File: src/rtl/dss_pkg.sv
// ----------------------------------------------------------------------------
// dss_pkg
// Shared types and constants of the disk seek scheduler.
// ----------------------------------------------------------------------------
package dss_pkg;

  localparam int MAX_REQ = 64;
  localparam int IDX_W   = $clog2(MAX_REQ);
  localparam int CNT_W   = IDX_W + 1;
  localparam int TRACK_W = 7;
  localparam int DIST_W  = 14;
  localparam int MODE_W  = 2;
  localparam logic [DIST_W-1:0] DIST_MAX = {DIST_W{1'b1}};
  localparam logic [TRACK_W-1:0] START_RESET = TRACK_W'(50);

  typedef enum logic [MODE_W-1:0] {
    MODE_FIFO = 2'd0,
    MODE_SSTF = 2'd1,
    MODE_SCAN = 2'd2,
    MODE_CSCAN = 2'd3
  } mode_t;

  typedef enum logic {
    REG_MODE = 1'b0,
    REG_START = 1'b1
  } reg_idx_t;

  typedef enum logic [1:0] {
    ST_LOAD = 2'b01,
    ST_SERVE = 2'b10
  } state_t;

  typedef struct packed {
    logic               valid;
    logic [IDX_W-1:0]   slot;
    logic [TRACK_W-1:0] track;
  } entry_t;

  typedef struct packed {
    logic               fu;
    logic [TRACK_W-1:0] gu;
    logic [IDX_W-1:0]   su;
    logic [TRACK_W-1:0] pu;
    logic               fd;
    logic [TRACK_W-1:0] gd;
    logic [IDX_W-1:0]   sd;
    logic [TRACK_W-1:0] pd;
    logic               fm;
    logic [TRACK_W-1:0] pm;
    logic [IDX_W-1:0]   sm;
    logic [TRACK_W-1:0] pc;
  } pick_t;

endpackage

File: src/rtl/dss_if.sv
// ----------------------------------------------------------------------------
// dss_req_if / dss_svc_if
// Valid/ready channels for track requests and service results.
// ----------------------------------------------------------------------------
interface dss_req_if;
  logic       valid;
  logic       ready;
  logic [6:0] request_track;
  logic       last_request;
  modport source (output valid, request_track, last_request, input ready);
  modport sink (input valid, request_track, last_request, output ready);
endinterface

interface dss_svc_if;
  logic        valid;
  logic        ready;
  logic [6:0]  served_track;
  logic [5:0]  service_index;
  logic [13:0] cumulative_distance;
  logic        last_service;
  modport source (output valid, served_track, service_index, cumulative_distance,
                  last_service, input ready);
  modport sink (input valid, served_track, service_index, cumulative_distance,
                last_service, output ready);
endinterface

File: src/rtl/dss_cell.sv
// ----------------------------------------------------------------------------
// dss_cell
// One ring cell: holds a pending entry, loads or shifts from its neighbor.
// ----------------------------------------------------------------------------
module dss_cell (
  input  logic            clk,
  input  logic            rst,
  input  logic            clear,
  input  logic            load,
  input  dss_pkg::entry_t load_entry,
  input  logic            shift,
  input  dss_pkg::entry_t shift_in,
  output dss_pkg::entry_t data
);
  import dss_pkg::*;

  entry_t data_next;

  always_comb begin
    data_next = data;
    if (load) begin
      data_next = load_entry;
    end else if (shift) begin
      data_next = shift_in;
    end
    if (clear) begin
      data_next.valid = 1'b0;
    end
  end

  always_ff @(posedge clk) begin
    data.slot  <= data_next.slot;
    data.track <= data_next.track;
    if (rst) begin
      data.valid <= 1'b0;
    end else begin
      data.valid <= data_next.valid;
    end
  end
endmodule

File: src/rtl/dss_pick.sv
// ----------------------------------------------------------------------------
// dss_pick
// Candidate trackers fed by the ring head, one entry per cycle while the ring shifts (held when it stalls).
// ----------------------------------------------------------------------------
module dss_pick (
  input  logic                     clk,
  input  logic                     rst,
  input  logic                     en,
  input  logic                     first,
  input  dss_pkg::entry_t          head_entry,
  input  logic [dss_pkg::IDX_W-1:0]   svc_idx,
  input  logic [dss_pkg::TRACK_W-1:0] head_pos,
  output dss_pkg::pick_t           pick_next
);
  import dss_pkg::*;

  pick_t pick, base;
  logic cand, up, dn;
  logic [TRACK_W-1:0] g;

  always_comb begin
    base = pick;
    if (first) begin
      base.fu = 1'b0;
      base.fd = 1'b0;
      base.fm = 1'b0;
    end
    cand = head_entry.valid && (head_entry.slot >= svc_idx);
    up = head_entry.track >= head_pos;
    dn = head_entry.track <= head_pos;
    g = up ? head_entry.track - head_pos : head_pos - head_entry.track;
    pick_next = base;
    if (cand && up && (!base.fu || g < base.gu ||
        (g == base.gu && head_entry.slot < base.su))) begin
      pick_next.fu = 1'b1;
      pick_next.gu = g;
      pick_next.su = head_entry.slot;
      pick_next.pu = head_entry.track;
    end
    if (cand && dn && (!base.fd || g < base.gd ||
        (g == base.gd && head_entry.slot < base.sd))) begin
      pick_next.fd = 1'b1;
      pick_next.gd = g;
      pick_next.sd = head_entry.slot;
      pick_next.pd = head_entry.track;
    end
    if (cand && (!base.fm || head_entry.track < base.pm ||
        (head_entry.track == base.pm && head_entry.slot < base.sm))) begin
      pick_next.fm = 1'b1;
      pick_next.pm = head_entry.track;
      pick_next.sm = head_entry.slot;
    end
    if (cand && head_entry.slot == svc_idx) begin
      pick_next.pc = head_entry.track;
    end
  end

  always_ff @(posedge clk) begin
    if (rst) begin
      pick <= '0;
    end else if (en) begin
      pick <= pick_next;
    end
  end
endmodule

File: src/rtl/disk_seek_scheduler_top.sv
// ----------------------------------------------------------------------------
// disk_seek_scheduler_top
// FIFO / SSTF / SCAN / C-SCAN seek scheduler over a ring of request cells.
// ----------------------------------------------------------------------------
//  channel  dir  transaction
//  req      in   one track request, last_request closes the batch
//  svc      out  one service: track, index, cumulative travel, last flag
//  cfg      in   register write, index 0 mode, 1 start_track
//
//  A request is taken whenever one is offered while loading. Each service is
//  one full revolution of the 64-cell ring. Synchronous reset empties the
//  ring. A result waiting in the output register holds the ring at the end
//  of the next revolution.
// ----------------------------------------------------------------------------
module disk_seek_scheduler_top (
  input  logic        clk,
  input  logic        rst,
  dss_req_if.sink     req,
  dss_svc_if.source   svc,
  input  logic        cfg_we,
  input  logic        cfg_index,
  input  logic [6:0]  cfg_data
);
  import dss_pkg::*;

  state_t state;
  mode_t mode;
  logic [TRACK_W-1:0] start_track, head_pos;
  logic sweep_up;
  logic [DIST_W-1:0] travel;
  logic [CNT_W-1:0] count;
  logic [IDX_W-1:0] cyc, svc_idx, sw_a, sw_b;
  entry_t cells [MAX_REQ];
  entry_t head_entry, load_entry;
  pick_t pick_next;
  logic shift, last_cyc, stall, pass_done, accept, close, clear_all;
  logic [TRACK_W-1:0] sel_track, sel_gap, wrap;
  logic [IDX_W-1:0] sel_slot;
  logic use_up, flip;
  logic [DIST_W:0] sum;
  logic [DIST_W-1:0] travel_new;
  logic batch_end;

  assign req.ready = (state == ST_LOAD);
  assign accept = req.valid && req.ready;
  assign close = accept && (req.last_request || count == CNT_W'(MAX_REQ - 1));
  assign last_cyc = (cyc == IDX_W'(MAX_REQ - 1));
  assign stall = last_cyc && svc.valid && !svc.ready;
  assign shift = (state == ST_SERVE) && !stall;
  assign pass_done = shift && last_cyc;
  assign batch_end = (CNT_W'(svc_idx) + 1'b1 == count);
  assign clear_all = pass_done && batch_end;

  always_comb begin
    head_entry = cells[0];
    if (cells[0].slot == sw_a) begin
      head_entry.slot = sw_b;
    end else if (cells[0].slot == sw_b) begin
      head_entry.slot = sw_a;
    end
    load_entry.valid = 1'b1;
    load_entry.slot  = count[IDX_W-1:0];
    load_entry.track = req.request_track;
  end

  for (genvar k = 0; k < MAX_REQ; k++) begin : g_ring
    dss_cell u_cell (
      .clk        (clk),
      .rst        (rst),
      .clear      (clear_all),
      .load       (accept && count[IDX_W-1:0] == IDX_W'(k)),
      .load_entry (load_entry),
      .shift      (shift),
      .shift_in   ((k == MAX_REQ - 1) ? head_entry : cells[(k + 1) % MAX_REQ]),
      .data       (cells[k])
    );
  end

  dss_pick u_pick (
    .clk        (clk),
    .rst        (rst),
    .en         (shift),
    .first      (cyc == '0),
    .head_entry (head_entry),
    .svc_idx    (svc_idx),
    .head_pos   (head_pos),
    .pick_next  (pick_next)
  );

  always_comb begin
    use_up = 1'b0;
    flip = 1'b0;
    wrap = '0;
    sel_slot = svc_idx;
    sel_track = pick_next.pc;
    sel_gap = (pick_next.pc >= head_pos) ? pick_next.pc - head_pos
                                         : head_pos - pick_next.pc;
    unique case (mode)
      MODE_FIFO: begin
      end
      MODE_SSTF: begin
        if (pick_next.fu && pick_next.fd) begin
          use_up = (pick_next.gu < pick_next.gd) ||
                   (pick_next.gu == pick_next.gd && pick_next.su < pick_next.sd);
        end else begin
          use_up = pick_next.fu;
        end
      end
      MODE_SCAN: begin
        flip = sweep_up ? !pick_next.fu : !pick_next.fd;
        use_up = sweep_up ^ flip;
      end
      MODE_CSCAN: begin
        use_up = pick_next.fu;
      end
      default: begin
      end
    endcase
    if (mode != MODE_FIFO) begin
      if (mode == MODE_CSCAN && !pick_next.fu) begin
        wrap = head_pos;
        sel_slot = pick_next.sm;
        sel_track = pick_next.pm;
        sel_gap = pick_next.pm;
      end else if (use_up) begin
        sel_slot = pick_next.su;
        sel_track = pick_next.pu;
        sel_gap = pick_next.gu;
      end else begin
        sel_slot = pick_next.sd;
        sel_track = pick_next.pd;
        sel_gap = pick_next.gd;
      end
    end
    sum = {1'b0, travel} + (DIST_W + 1)'(wrap) + (DIST_W + 1)'(sel_gap);
    travel_new = sum[DIST_W] ? DIST_MAX : sum[DIST_W-1:0];
  end

  always_ff @(posedge clk) begin
    if (rst) begin
      state <= ST_LOAD;
      mode <= MODE_FIFO;
      start_track <= START_RESET;
      head_pos <= START_RESET;
      sweep_up <= 1'b1;
      travel <= '0;
      count <= '0;
      cyc <= '0;
      svc_idx <= '0;
      sw_a <= '0;
      sw_b <= '0;
      svc.valid <= 1'b0;
    end else begin
      if (cfg_we) begin
        if (cfg_index == REG_MODE) begin
          mode <= mode_t'(cfg_data[MODE_W-1:0]);
        end else begin
          start_track <= cfg_data;
        end
      end
      if (svc.valid && svc.ready) begin
        svc.valid <= 1'b0;
      end
      if (accept) begin
        count <= count + 1'b1;
      end
      if (close) begin
        state <= ST_SERVE;
        head_pos <= start_track;
        sweep_up <= 1'b1;
        travel <= '0;
        cyc <= '0;
        svc_idx <= '0;
        sw_a <= '0;
        sw_b <= '0;
      end
      if (shift) begin
        cyc <= cyc + 1'b1;
      end
      if (pass_done) begin
        svc.valid <= 1'b1;
        head_pos <= sel_track;
        travel <= travel_new;
        if (mode == MODE_SCAN && flip) begin
          sweep_up <= !sweep_up;
        end
        sw_a <= svc_idx;
        sw_b <= sel_slot;
        svc_idx <= svc_idx + 1'b1;
        if (batch_end) begin
          state <= ST_LOAD;
          count <= '0;
        end
      end
    end
  end

  always_ff @(posedge clk) begin
    if (pass_done) begin
      svc.served_track <= sel_track;
      svc.service_index <= svc_idx;
      svc.cumulative_distance <= travel_new;
      svc.last_service <= batch_end;
    end
  end

`ifndef SYNTH
  a_no_drop: assert property (@(posedge clk) disable iff (rst)
    svc.valid && !svc.ready |=> svc.valid && $stable(svc.served_track))
    else $error("pending result lost");
  a_count_range: assert property (@(posedge clk) disable iff (rst)
    state == ST_LOAD |-> count < CNT_W'(MAX_REQ))
    else $error("request count overrun");
  a_serve_bound: assert property (@(posedge clk) disable iff (rst)
    state == ST_SERVE |-> CNT_W'(svc_idx) < count)
    else $error("service index beyond batch");
  a_close_serve: assert property (@(posedge clk) disable iff (rst)
    close |=> state == ST_SERVE && cyc == '0)
    else $error("batch close did not start service");
`endif
endmodule

File: src/flat_wrapper.sv
// flat-port wrapper written by rule: the top's interface ports become plain ports
module disk_seek_scheduler_top_flat import dss_pkg::*;
  (clk, rst, cfg_we, cfg_index, cfg_data, req_valid, req_request_track, req_last_request, req_ready, svc_valid, svc_served_track, svc_service_index, svc_cumulative_distance, svc_last_service, svc_ready);
  dss_req_if req_i ();
  dss_svc_if svc_i ();
  input  logic clk;
  input  logic rst;
  input  logic cfg_we;
  input  logic cfg_index;
  input  logic [6:0] cfg_data;
  input wire logic [$bits(req_i.valid)-1:0] req_valid;
  input wire logic [$bits(req_i.request_track)-1:0] req_request_track;
  input wire logic [$bits(req_i.last_request)-1:0] req_last_request;
  output wire logic [$bits(req_i.ready)-1:0] req_ready;
  output wire logic [$bits(svc_i.valid)-1:0] svc_valid;
  output wire logic [$bits(svc_i.served_track)-1:0] svc_served_track;
  output wire logic [$bits(svc_i.service_index)-1:0] svc_service_index;
  output wire logic [$bits(svc_i.cumulative_distance)-1:0] svc_cumulative_distance;
  output wire logic [$bits(svc_i.last_service)-1:0] svc_last_service;
  input wire logic [$bits(svc_i.ready)-1:0] svc_ready;
  assign req_i.valid = req_valid;
  assign req_i.request_track = req_request_track;
  assign req_i.last_request = req_last_request;
  assign req_ready = req_i.ready;
  assign svc_valid = svc_i.valid;
  assign svc_served_track = svc_i.served_track;
  assign svc_service_index = svc_i.service_index;
  assign svc_cumulative_distance = svc_i.cumulative_distance;
  assign svc_last_service = svc_i.last_service;
  assign svc_i.ready = svc_ready;
  disk_seek_scheduler_top u_core (.clk(clk), .rst(rst), .req(req_i), .svc(svc_i), .cfg_we(cfg_we), .cfg_index(cfg_index), .cfg_data(cfg_data));
endmodule
File: config.mk
export PLATFORM = sky130hd
export DESIGN_NAME = disk_seek_scheduler_top_flat
export DESIGN_NICKNAME = d
export VERILOG_FILES = /design/src/rtl/dss_pkg.sv /design/src/rtl/dss_if.sv /design/src/rtl/dss_cell.sv /design/src/rtl/dss_pick.sv /design/src/rtl/disk_seek_scheduler_top.sv /design/src/flat_wrapper.sv
export SDC_FILE = /design/constraint.sdc
export NUM_CORES = 2
export LEC_CHECK = 0
export ABC_CLOCK_PERIOD_IN_PS = 18850
export BUFFER_PORTS_ARGS = -buffer_cell sky130_fd_sc_hd__buf_2
export CAP_MARGIN = 10
export CORE_MARGIN = 1
export CORE_UTILIZATION = 55
export DETAILED_ROUTE_END_ITERATION = 6
export HOLD_SLACK_MARGIN = 0.12
export PLACE_DENSITY = 0.71
export SYNTH_ARGS = -nofsm -noshare
export SYNTH_HDL_FRONTEND = slang
export SYNTH_SLANG_ARGS = --single-unit
export TNS_END_PERCENT = 100
File: constraint.sdc
create_clock -name clk -period 18.85 [get_ports clk]
set_clock_uncertainty 0.2 [all_clocks]
set_input_delay 3.77 -clock clk [delete_from_list [all_inputs] [get_ports clk]]
set_output_delay 3.77 -clock clk [all_outputs]
set_load 0.02 [all_outputs]
==> impl_metrics.yaml <==
clocking:
  cts_made_buffers: 107
  post_cts_buffers: 0
  ctsResizeCount: 0
  ctsLongestPathBuffers: 3
  htree_levels: 3
  clk_latency_ns: 0.68
  cts_tree: "built"
  ctsHoldBuffers: 0
  clockRootBuffer: "clkbuf_16"
  cts_sinks: 1052
  path_clk_slew_ns: 0.07
global_routing:
  grt-ovfl-total: 0
  grt_pass1_vias: 27100
  grt_pass1_wl_um: 159000
  grt_start_max_net_pins: 171
  grtUsageTotal_pct: 23.8
  antenna_found_initial: 1
place:
  placed_cell_area_um2: 48000
  portBuffers: 50
  gp_congestion: 0.942
  hpwl_um: 63400
  dpl.cell_count: 4658
  detailedPlace.worstSlack_ns: 7.66
power:
  p_total_mw: 5.05
  power.density_nw_per_um2: 97.9
  leakage_nw: 17.8
  internal_power_mw: 3.91
  ir_worst_vdd_v: 0.000127
  p_comb_share_pct: 6.6
  sequentialPowerShare_pct: 50.3
  power.share.switching_pct: 22.6
  p_switching_mw: 1.14
  clkPwrFrac_pct: 43.1
sta:
  layout_setup_ws_ns: 7.33
  rsz0062_at_grt: "false"
  maxSlewViolCount: 0
  fmax_mhz: 86.8
  hold_viol: 0
  worstMarginPinSlew_ns: 1.21
  setup_viol_count_final: 0
  fin_tns_setup_ns: 0
  slew_headroom_pct: 19.1
  min_period_over_period_pct: 61.1
  period_minus_slack_ns: 11.52
route:
  drtIter0Drc: 2579
  dr.pass1.iters: 6
  postRouteWirelength_um: 102000
  post_drt_wl_per_cell_um: 21.1
  viasPerCell: 5.82
  via_count: 28300
  drc: 0
  drtAntennaViolNets: 0
critical_path:
  critPathArrivalTime_ns: 11.90
  rr_startpoint: "u_core.g_ring[0].u_cell.data[2]"
  r2r_cells: 38
  critical_path.startpoint_type: "flop"
  critPathMaxStageDelay_ns: 0.99
  r2r_slack_ns: 7.33
  r2r-end: "u_core.travel[12]"
  crit_path_top_delay_cell: "nor2_1"
  cp_data_required_time_ns: 19.22
  critPathTopFamily: "compound AO/OA/AOI/OAI gates"
  cp_max_fo: 17
  endpoint_kind: "flop"
  crit_buf_inv: 2
  crit_start: "u_core.g_ring[0].u_cell.data[2]"
  cp.depth: 38
  timing_worst_setup_path_type: "flop to flop"
run_status:
  run_status: "complete, no violations"
synth:
  synth_top_cell_by_area: "edfxtp_1"
  netlist_instances: 3691
  ys_async_sr_fraction_pct: 0
  synth_top_area_share_pct: 55.0
  yosysWarningCount: 0
  yosysMostFrequentCell: "edfxtp_1"
  syn_avg_cell_area_um2: 12.7
  netlist_area_um2: 47000
  ys_types: 76
  synth-seq-area-share_pct: 63.1
  synth-edff-count: 860
  synth.area.top_cells: "edfxtp_1 55%, mux2_2 11%, dfxtp_1 8.2%"
  ys_ff_latch: 1052
  synth_fp_nets: 3818
  synthFlopType: "edfxtp_1"
  synth_common_cells: "860 x edfxtp_1, 522 x nand2_1, 450 x mux2_2"
min_path:
  whs_endpoint: "u_core.travel[1]"
  hold_depth: 2
  hp-start: "u_core.travel[1]"
  hold_path_class: "flop to flop"
die:
  fp.dieW_um: 294
  io-pin-count: 51
  die_h_um: 294
  fp.coreArea_um2: 84100
  fp.dieArea_um2: 86600
  initial_core_util_pct: 55.9
  num_rows: 106
finish:
  area_growth_pct: 9.88
  fin_nets: 3760
  final_area_um2: 51600
  layout.cells.non_filler: 4859
  drive_gt1_share_pct: 19.8
  antenna_cells: 0
flow_run:
  drv_cap: 0
## worst reg2reg max path, delay by kind of cell (launching register included)
kind                     cells  cell delay, ns
XOR/XNOR                     1            0.37
buffers and inverters        2            0.48
adder cells (fa/ha/maj)      5            1.76
multiplexers                 3            1.09
AO/OA/AOI/OAI               21            5.37
flip-flops                   1            0.55
AND/OR/NAND/NOR              6            1.63
## stage by stage
stage / hold slack [ns] / utilization [%]
2_1_floorplan: 0.235 / -
3_3_place_gp: 0.251 / 57.1
3_5_place_dp: 0.254 / 57.1
4_1_cts: 0.263 / 61.4
5_1_grt: 0.278 / 61.4
6_report: 0.261 / 61.4
## per-layer routing
layer / up-vias / GRT usage, % / wire length [µm]
li1: 13200 / - / -
met2: 982 / 36.4 / 45900
met5: - / 0 / 0
met4: 0 / 7.93 / 3070
met3: 206 / 3.55 / 6500
met1: 13900 / 34.7 / 46900
## state kept, by name, summed over array words and instances, names as in the netlist, 2 cells and up
| name | cells |
|---|---|
| u_core.g_ring.u_cell.data | 896 |
| u_core.u_pick.base | 60 |
| u_core.svc.cumulative_distance | 14 |
| u_core.travel | 14 |
| u_core.count | 7 |
| u_core.head_pos | 7 |
| u_core.start_track | 7 |
| u_core.svc.served_track | 7 |
| u_core.cyc | 6 |
| u_core.svc.service_index | 6 |
| u_core.svc_idx | 6 |
| u_core.sw_a | 6 |
| u_core.sw_b | 6 |
| u_core.u_pick.pick | 3 |
| u_core.mode | 2 |
| u_core.state | 2 |
## worst max path at each step
stage / slack (ns) / to
6_report: 7.33 / u_core.travel[12]
5_1_grt: 6.72 / u_core.travel[12]
4_1_cts: 7.62 / u_core.travel[12]
3_5_place_dp: 7.66 / u_core.travel[12]
3_3_place_gp: 7.94 / u_core.travel[12]
2_1_floorplan: 9.48 / u_core.travel[12]
## area by class of cell
type	instances	area, µm²
repair buffers	79	483
clock inverters	57	668
multi-input cells	2287	16000
inverters	106	398
clock buffers	144	2970
fillers	6463	32500
well taps	1134	1420
flip-flops and latches	1052	29700
## power groups by stage
stage / clock (mW) / sequential (mW) / combinational (mW)
floorplan: 0 / 2.58 / 0.231
global placement: 0 / 2.59 / 0.327
detailed placement: 0 / 2.59 / 0.330
CTS: 2.21 / 2.54 / 0.332
global route: 2.29 / 2.54 / 0.368
finish: 2.18 / 2.54 / 0.336
## cells by family after synthesis
| kind of cell | count (synthesis) | share of synthesized area [%] |
|---|---|---|
| buf+inv | 352 | 2.87 |
| flops | 1052 | 63.1 |
| simple gates | 1078 | 10.9 |
| xor+xnor | 40 | 0.746 |
| fa+ha+maj | 106 | 3.01 |
| compound gates | 552 | 7.25 |
| mux | 511 | 12.1 |
## cells in the final DEF, fill, tap and decap left out, drive strengths merged, types with 9 or more instances in the layout
cell type / instances
a21oi: 126
clkinv: 35
a211oi: 38
o211ai: 21
and2: 148
nand3: 40
clkbuf: 144
or3: 14
buf: 79
o21ai: 187
or2: 11
nand2: 522
nand4: 9
o21a: 15
mux2i: 61
edfxtp: 860
a31oi: 74
nor2b: 19
xnor2: 23
a21o: 21
ha: 94
nor2: 124
mux2: 450
dfxtp: 192
fa: 12
nand2b: 140
inv: 110
xor2: 17
nor3: 13
o21bai: 9
and3: 18
bufinv: 12
No activity file was read; power rests on OpenSTA's default activity.
